`src/design/cfc_pkg.sv`:
```
// Shared types, constants and the bytewise CRC-32 step for the chunk frame checker.
// No dependencies; imported by the queue and the top level.
package cfc_pkg;

  localparam int HEADER_BYTES = 25;
  localparam int QUEUE_DEPTH_DEF = 4;
  localparam int CFG_DATA_W = 32;
  localparam logic [31:0] CRC_POLY = 32'hEDB88320;

  // configuration register indexes
  localparam logic REG_MAGIC = 1'b0;
  localparam logic REG_VERSION = 1'b1;

  typedef enum logic [2:0] {
    ST_OK = 3'd0,
    ST_SHORT = 3'd1,
    ST_BAD_MAGIC = 3'd2,
    ST_BAD_VERSION = 3'd3,
    ST_SIZE_OVERFLOW = 3'd4,
    ST_CRC_MISMATCH = 3'd5
  } status_t;

  typedef struct packed {
    logic item_kind;
    logic [7:0] payload_byte;
    status_t status;
    logic [31:0] chunk_total;
    logic [31:0] chunk_position;
    logic [31:0] payload_length;
    logic [31:0] uncompressed_length;
    logic run_end;
  } result_t;

  // reflected CRC-32, one byte, LSB first
  function automatic logic [31:0] crc_byte(input logic [31:0] crc, input logic [7:0] b);
    logic [31:0] c;
    c = crc ^ {24'h0, b};
    for (int k = 0; k < 8; k++) begin
      c = c[0] ? ((c >> 1) ^ CRC_POLY) : (c >> 1);
    end
    return c;
  endfunction

endpackage

```
`src/design/chunk_frame_checker_crc32_top.sv`:
```
// Top level of the chunk frame checker: header parse, payload forward and CRC-32 check.
// Depends on cfc_pkg and cfc_queue.
//
// Usage: feed a stored chunk one byte per transaction on in_byte, with final_byte
// set on its last byte. The first 25 bytes form a big-endian header (magic,
// version, total chunks, chunk index, payload size, original size, CRC).
// Every byte inside the declared payload size leaves as a payload transaction
// (item_kind 0), registered into the result queue when it is accepted; the final
// byte adds one status transaction (item_kind 1, run_end 1) that carries the
// verdict and the header fields. Payload goes out before the verdict, so drop it
// when status is not ok. Throughput: one byte per cycle while in_stall is low; the
// header shift and the bytewise CRC update both complete in the accept cycle.
// Results leave in order from the head of the result queue (four entries by default).
// When the receiver stalls, the queue fills; in_stall rises once fewer than two
// free entries remain, so a final byte can always deliver both of its results.
// Reset (rst, synchronous) clears the parser state, the queue and both
// configuration registers. Write expected_magic and expected_version while idle.
module chunk_frame_checker_crc32_top #(
  parameter int QUEUE_DEPTH = cfc_pkg::QUEUE_DEPTH_DEF
) (
  input  logic clk,
  input  logic rst,
  // configuration write port
  input  logic cfg_we,
  input  logic cfg_index,
  input  logic [cfc_pkg::CFG_DATA_W-1:0] cfg_data,
  // input byte channel
  input  logic in_valid,
  output logic in_stall,
  input  logic [7:0] in_byte,
  input  logic final_byte,
  // result channel
  output logic out_valid,
  input  logic out_stall,
  output logic item_kind,
  output logic [7:0] payload_byte,
  output logic [2:0] status,
  output logic [31:0] chunk_total,
  output logic [31:0] chunk_position,
  output logic [31:0] payload_length,
  output logic [31:0] uncompressed_length,
  output logic run_end
);
  import cfc_pkg::*;

  localparam logic [31:0] HDR = 32'(HEADER_BYTES);

  // configuration
  logic [31:0] expected_magic;
  logic [7:0] expected_version;

  // parser state
  logic [31:0] byte_counter, byte_counter_next;
  logic [31:0] magic_shift, magic_shift_next;
  logic [7:0] version_reg, version_reg_next;
  logic [31:0] total_shift, total_shift_next;
  logic [31:0] index_shift, index_shift_next;
  logic [31:0] size_shift, size_shift_next;
  logic [31:0] original_shift, original_shift_next;
  logic [31:0] stored_crc_shift, stored_crc_shift_next;
  logic [31:0] crc_accumulator, crc_accumulator_next;

  logic in_fire;
  logic is_payload;
  logic is_short;
  logic [32:0] needed_len;
  status_t verdict;
  result_t payload_item, status_item, push_data_a, queue_head;
  logic push_a, push_b, queue_full2;

  assign in_fire = in_valid && !in_stall;
  assign in_stall = queue_full2;

  always_ff @(posedge clk) begin
    if (rst) begin
      expected_magic <= '0;
      expected_version <= '0;
    end else if (cfg_we) begin
      unique case (cfg_index)
        REG_MAGIC: expected_magic <= cfg_data[31:0];
        REG_VERSION: expected_version <= cfg_data[7:0];
        default: ;
      endcase
    end
  end

  // route the byte into the header field its position selects, or into the CRC; drop it past the declared size
  always_comb begin
    byte_counter_next = (byte_counter == '1) ? byte_counter : byte_counter + 32'd1;
    magic_shift_next = magic_shift;
    version_reg_next = version_reg;
    total_shift_next = total_shift;
    index_shift_next = index_shift;
    size_shift_next = size_shift;
    original_shift_next = original_shift;
    stored_crc_shift_next = stored_crc_shift;
    crc_accumulator_next = crc_accumulator;
    is_payload = 1'b0;
    priority if (byte_counter < 32'd4) begin
      magic_shift_next = {magic_shift[23:0], in_byte};
    end else if (byte_counter == 32'd4) begin
      version_reg_next = in_byte;
    end else if (byte_counter < 32'd9) begin
      total_shift_next = {total_shift[23:0], in_byte};
    end else if (byte_counter < 32'd13) begin
      index_shift_next = {index_shift[23:0], in_byte};
    end else if (byte_counter < 32'd17) begin
      size_shift_next = {size_shift[23:0], in_byte};
    end else if (byte_counter < 32'd21) begin
      original_shift_next = {original_shift[23:0], in_byte};
    end else if (byte_counter < HDR) begin
      stored_crc_shift_next = {stored_crc_shift[23:0], in_byte};
    end else if ((byte_counter - HDR) < size_shift) begin
      crc_accumulator_next = crc_byte(crc_accumulator, in_byte);
      is_payload = 1'b1;
    end else begin
      // past the declared size: drop the byte
    end
  end

  // verdict on the final byte, from the state including this byte
  assign is_short = (byte_counter_next < HDR);
  assign needed_len = {1'b0, HDR} + {1'b0, size_shift_next};

  always_comb begin
    priority if (is_short) verdict = ST_SHORT;
    else if (magic_shift_next != expected_magic) verdict = ST_BAD_MAGIC;
    else if (version_reg_next != expected_version) verdict = ST_BAD_VERSION;
    else if (needed_len > {1'b0, byte_counter_next}) verdict = ST_SIZE_OVERFLOW;
    else if ((crc_accumulator_next ^ 32'hFFFF_FFFF) != stored_crc_shift_next)
      verdict = ST_CRC_MISMATCH;
    else verdict = ST_OK;
  end

  always_comb begin
    payload_item = '0;
    payload_item.item_kind = 1'b0;
    payload_item.payload_byte = in_byte;
    payload_item.status = ST_OK;

    status_item = '0;
    status_item.item_kind = 1'b1;
    status_item.status = verdict;
    status_item.run_end = 1'b1;
    if (!is_short) begin
      status_item.chunk_total = total_shift_next;
      status_item.chunk_position = index_shift_next;
      status_item.payload_length = size_shift_next;
      status_item.uncompressed_length = original_shift_next;
    end
  end

  // payload result first, status result behind it
  assign push_a = in_fire && (is_payload || final_byte);
  assign push_b = in_fire && is_payload && final_byte;
  assign push_data_a = is_payload ? payload_item : status_item;

  always_ff @(posedge clk) begin
    if (rst || (in_fire && final_byte)) begin
      byte_counter <= '0;
      magic_shift <= '0;
      version_reg <= '0;
      total_shift <= '0;
      index_shift <= '0;
      size_shift <= '0;
      original_shift <= '0;
      stored_crc_shift <= '0;
      crc_accumulator <= '1;
    end else if (in_fire) begin
      byte_counter <= byte_counter_next;
      magic_shift <= magic_shift_next;
      version_reg <= version_reg_next;
      total_shift <= total_shift_next;
      index_shift <= index_shift_next;
      size_shift <= size_shift_next;
      original_shift <= original_shift_next;
      stored_crc_shift <= stored_crc_shift_next;
      crc_accumulator <= crc_accumulator_next;
    end
  end

  cfc_queue #(
    .DEPTH(QUEUE_DEPTH)
  ) u_queue (
    .clk(clk),
    .rst(rst),
    .push_a(push_a),
    .data_a(push_data_a),
    .push_b(push_b),
    .data_b(status_item),
    .pop(!out_stall),
    .full2(queue_full2),
    .not_empty(out_valid),
    .head(queue_head)
  );

  assign item_kind = queue_head.item_kind;
  assign payload_byte = queue_head.payload_byte;
  assign status = queue_head.status;
  assign chunk_total = queue_head.chunk_total;
  assign chunk_position = queue_head.chunk_position;
  assign payload_length = queue_head.payload_length;
  assign uncompressed_length = queue_head.uncompressed_length;
  assign run_end = queue_head.run_end;

endmodule

```
`src/design/cfc_queue.sv`:
```
// Small result queue that takes up to two transactions per cycle and hands out one.
// Depends on cfc_pkg for the result type.
module cfc_queue #(
  parameter int DEPTH = cfc_pkg::QUEUE_DEPTH_DEF
) (
  input  logic clk,
  input  logic rst,
  input  logic push_a,
  input  cfc_pkg::result_t data_a,
  input  logic push_b,
  input  cfc_pkg::result_t data_b,
  input  logic pop,
  output logic full2,
  output logic not_empty,
  output cfc_pkg::result_t head
);
  import cfc_pkg::*;

  localparam int PW = (DEPTH > 1) ? $clog2(DEPTH) : 1;
  localparam int CW = $clog2(DEPTH + 1);

  result_t q [DEPTH];
  logic [PW-1:0] wr_ptr, rd_ptr, wr_ptr_b;
  logic [CW-1:0] count, count_next;

  function automatic logic [PW-1:0] bump(input logic [PW-1:0] ptr);
    return (ptr == PW'(DEPTH - 1)) ? '0 : ptr + PW'(1);
  endfunction

  assign wr_ptr_b = bump(wr_ptr);
  assign not_empty = (count != '0);
  assign head = q[rd_ptr];
  // room for two more entries is required before a new transaction is taken
  assign full2 = (count > CW'(DEPTH - 2));

  always_comb begin
    count_next = count + CW'(push_a) + CW'(push_a && push_b) - CW'(pop && not_empty);
  end

  always_ff @(posedge clk) begin
    if (push_a) q[wr_ptr] <= data_a;
    if (push_a && push_b) q[wr_ptr_b] <= data_b;
  end

  always_ff @(posedge clk) begin
    if (rst) begin
      wr_ptr <= '0;
      rd_ptr <= '0;
      count <= '0;
    end else begin
      count <= count_next;
      if (push_a) wr_ptr <= push_b ? bump(wr_ptr_b) : wr_ptr_b;
      if (pop && not_empty) rd_ptr <= bump(rd_ptr);
    end
  end

endmodule
```
`config.mk`:
```
export PLATFORM = sky130hd
export DESIGN_NAME = chunk_frame_checker_crc32_top
export DESIGN_NICKNAME = d
export VERILOG_FILES = /design/src/design/cfc_pkg.sv /design/src/design/chunk_frame_checker_crc32_top.sv /design/src/design/cfc_queue.sv
export SDC_FILE = /design/constraint.sdc
export NUM_CORES = 2
export LEC_CHECK = 0
export CELL_PAD_IN_SITES_DETAIL_PLACEMENT = 1
export CELL_PAD_IN_SITES_GLOBAL_PLACEMENT = 1
export CORE_MARGIN = 2
export CORE_UTILIZATION = 47
export DETAILED_ROUTE_END_ITERATION = 16
export DONT_BUFFER_PORTS = 1
export PLACE_DENSITY_LB_ADDON = 0.1
export SLEW_MARGIN = 20
export SYNTH_ARGS = -nofsm -noshare
export SYNTH_HDL_FRONTEND = slang
export SYNTH_HIERARCHICAL = 1
export SYNTH_SLANG_ARGS = --single-unit
```
`constraint.sdc`:
```
create_clock -name clk -period 9.3 [get_ports clk]
set_input_delay 1.86 -clock clk [delete_from_list [all_inputs] [get_ports clk]]
set_output_delay 1.86 -clock clk [all_outputs]
set_load 0.1 [all_outputs]
```
==> out/summary.txt <==
Status: complete, no violations
Layout cells sized above 1: 19.4%
Final HPWL DP: 89900 um
Total power: 11.4 mW
Critical path peak fanout: 21
Port buffer count: 0
Fin. max-slew vios: 0
Critical path arrival: 8.09 ns
Max reg flops: 564
R2R cell count: 22
Vias in the first global route: 34700
R2R Path End: u_queue/q[3][131]
Hold Crit Class: flip-flop to flip-flop
Starting Density: 47.6%
Number of buffers created by CTS: 99
Die X: 326 um
Peak supply drop: 0.000169 V
Initial antenna violation count: 1
Worst-skew pair later-pin latency: 0.69 ns
Post-CTS Resized: 0
Fmax: 130 MHz
Via-to-Cell Ratio: 5.87
Die ar.: 0.106 mm^2
Reg with most FFs: u_queue/q
Share of the yosys chip area belonging to registers: 47.7%
Fin crit share: 82.5%
Syn-to-layout area delta: 8.78%
Final setup vio count: 0
DIE HEIGHT: 326 um
Core area: 0.102 mm^2
Hold buffer count at CTS: 0
Pleak: 18.8 nW
Total track usage: 26.6%
First-pass GRT wire length: 218000 um
Synth area leader: edfxtp_1
Slew HR: 24.2%
Least-Margin Pin Slew: 1.13 ns
Ranking of synthesized cells by area: edfxtp_1, dfxtp_1, mux2_2, mux4_2, nand2_1
Worst Path Required: 9.71 ns
Average wire per standard cell: 25.5 um
I/O pin count: 190
Post-Place Worst Slack: 1.68 ns
CTS Sinks: 877
Clock Tree Buf Depth: 3
#FFs+latches synth: 877
Hold_ws: 0.455 ns
# nets final: 4278
CTS tree: built
Yosys warns: 6
Critical Path Source Type: flip-flop
Synth Instances: 4266
Minimum clock period: 7.67 ns
Vias: 32900
Reg-to-reg setup timing slack: 1.63 ns
DRC: 0
# H-tree levels: 3
Hold depth: 2
1st-iter DRT viols: 2187
Setup TNS: 0 ns
EDFF count, synth: 564
WS Path Type: flip-flop to flip-flop
Unrepaired setup endpoints after global routing: no
Endpoint type of the worst setup path: flip-flop
RD Place Congestion: 0.914
Grt total ovfl: 0
Post-CTS setup buffers: 0
Final Hold Vio Count: 0
Routed Antenna Nets: 0
Synth Cell Area: 0.0486 mm^2
Max_cap viols: 0
Top cell type's share of synthesized area: 34.9%
# fillers: 10700
Top_reg_cell synth: edfxtp_1
Final design utilization: 51.7%
Hold_sp: index_shift[30]
PD cells: 216 mW/mm^2
Clk root buf: clkbuf_16
Hold EP: index_shift[30]
Total Wirelength: 143000 um
Reg2Reg Launch Point: byte_counter[8]
Count of different cell masters after synthesis: 86
DR pass1 iterations: 5
Avg Inst Size Synth: 11.4 um^2
Largest net degree at the start of global routing: 133
Clock Pin Slew Worst Setup and Hold Paths: 0.06 ns
Worst setup margin: 1.63 ns
Fraction of registers with async set/reset: 0%
FP Rows: 117
Worst Skew: 0.0274 ns
per-stage QoR:
step           cells  instance area (um^2)
2_1_floorplan   4304                 48700
3_3_place_gp    5420                 49600
3_5_place_dp    5420                 49600
4_1_cts         5606                 52900
5_1_grt         5606                 52900
6_report        5607                 52900
worst max-delay path by stage:
stage | end | startpoint | cells after the start
after global routing | u_queue/q[1][78] | byte_counter[8] | 19
after global placement | u_queue/q[1][78] | byte_counter[8] | 19
after CTS | u_queue/q[1][78] | byte_counter[8] | 19
final | u_queue/q[3][131] | byte_counter[8] | 22
after floorplan | u_queue/q[0][0] | byte_counter[9] | 24
after detailed placement | u_queue/q[1][76] | byte_counter[8] | 19
kinds of logic (layout without fill, tap and decap cells):
family	count (synthesis)	count (layout)	share of synthesized area, %
flip-flops	877	877	47.7
AO/OA/AOI/OAI	485	485	5.91
other	2	41	0.0155
buffers and inverters	387	321	3.86
adder cells (fa/ha/maj)	78	78	2.04
multiplexers	890	890	24.1
XOR/XNOR	261	261	4.84
AND/OR/NAND/NOR	1286	1286	11.5
report_power, final:
| part | switching [mW] | internal, mW |
|---|---|---|
| Sequential | 0.129 | 4.28 |
| Clock | 1.63 | 2.32 |
| Combinational | 2.48 | 0.571 |
| Total | 4.23 | 7.17 |
Yosys cell counts (all sizes together), types with 18 or more instances:
| library cell | number |
|---|---|
| a21oi | 293 |
| and3 | 21 |
| buf | 149 |
| clkbuf | 162 |
| dfxtp | 313 |
| edfxtp | 564 |
| ha | 76 |
| inv | 74 |
| mux2 | 578 |
| mux2i | 171 |
| mux4 | 141 |
| nand2 | 603 |
| nand3 | 94 |
| nand4 | 37 |
| nor2 | 371 |
| nor3 | 41 |
| nor4 | 30 |
| o211ai | 21 |
| o21ai | 41 |
| o22ai | 18 |
| xnor2 | 161 |
| xor2 | 98 |
layer usage:
layer / GRT usage, % / vias to the layer above / part of all wire (%)
met3: 3.87 / 133 / 4.7
met4: 5.91 / 0 / 1.7
met1: 36.6 / 16900 / 46
li1: - / 15200 / -
met2: 44.4 / 631 / 48
met5: 0 / - / 0
layout make-up:
cell class | instances | area, um^2 | share of cell area (%)
clock inverter | 45 | 399 | 0.755
sequential | 877 | 23200 | 43.9
antenna | 1 | 2.50 | 0.00473
inverter | 76 | 285 | 0.540
timing repair buffer | 59 | 581 | 1.10
clock buffer | 141 | 2880 | 5.45
multi-input combinational | 3040 | 23800 | 45.0
tap | 1368 | 1710 | 3.24
cell usage in the layout (no fill, tap or decap), types with 39 or more instances in the layout:
cell / Yosys / routed
a21oi_1: 293 / 291
buf_4: 32 / 48
clkbuf_16: 0 / 105
conb_1: 2 / 40
dfxtp_1: 313 / 311
edfxtp_1: 564 / 564
ha_1: 76 / 76
inv_1: 74 / 74
mux2_1: 149 / 149
mux2_2: 350 / 350
mux2_4: 79 / 79
mux2i_1: 171 / 171
mux4_2: 141 / 141
nand2_1: 603 / 597
nand3_1: 90 / 89
nor2_1: 371 / 369
nor3_1: 39 / 39
o21ai_0: 40 / 40
xnor2_1: 158 / 158
xor2_1: 98 / 98
worst max-delay path: stages, from the launching register on:
cell	delay, ns
dfxtp_1	0.42
or4_1	0.61
or3_1	0.39
or4_1	0.57
nor2_1	0.19
nand3b_1	0.11
or2_2	0.33
nor4_1	0.25
xor2_1	0.21
ha_1	0.27
a21oi_1	0.15
o221a_2	0.19
o21ai_0	0.16
a211o_1	0.36
nor2_1	0.13
buf_4	0.28
clkinv_1	0.43
or4_1	0.68
a22oi_1	0.21
nand4_1	0.12
nor4_1	0.70
a211oi_1	0.28
mux2_1	0.35
(Power assumes the default switching activity.)
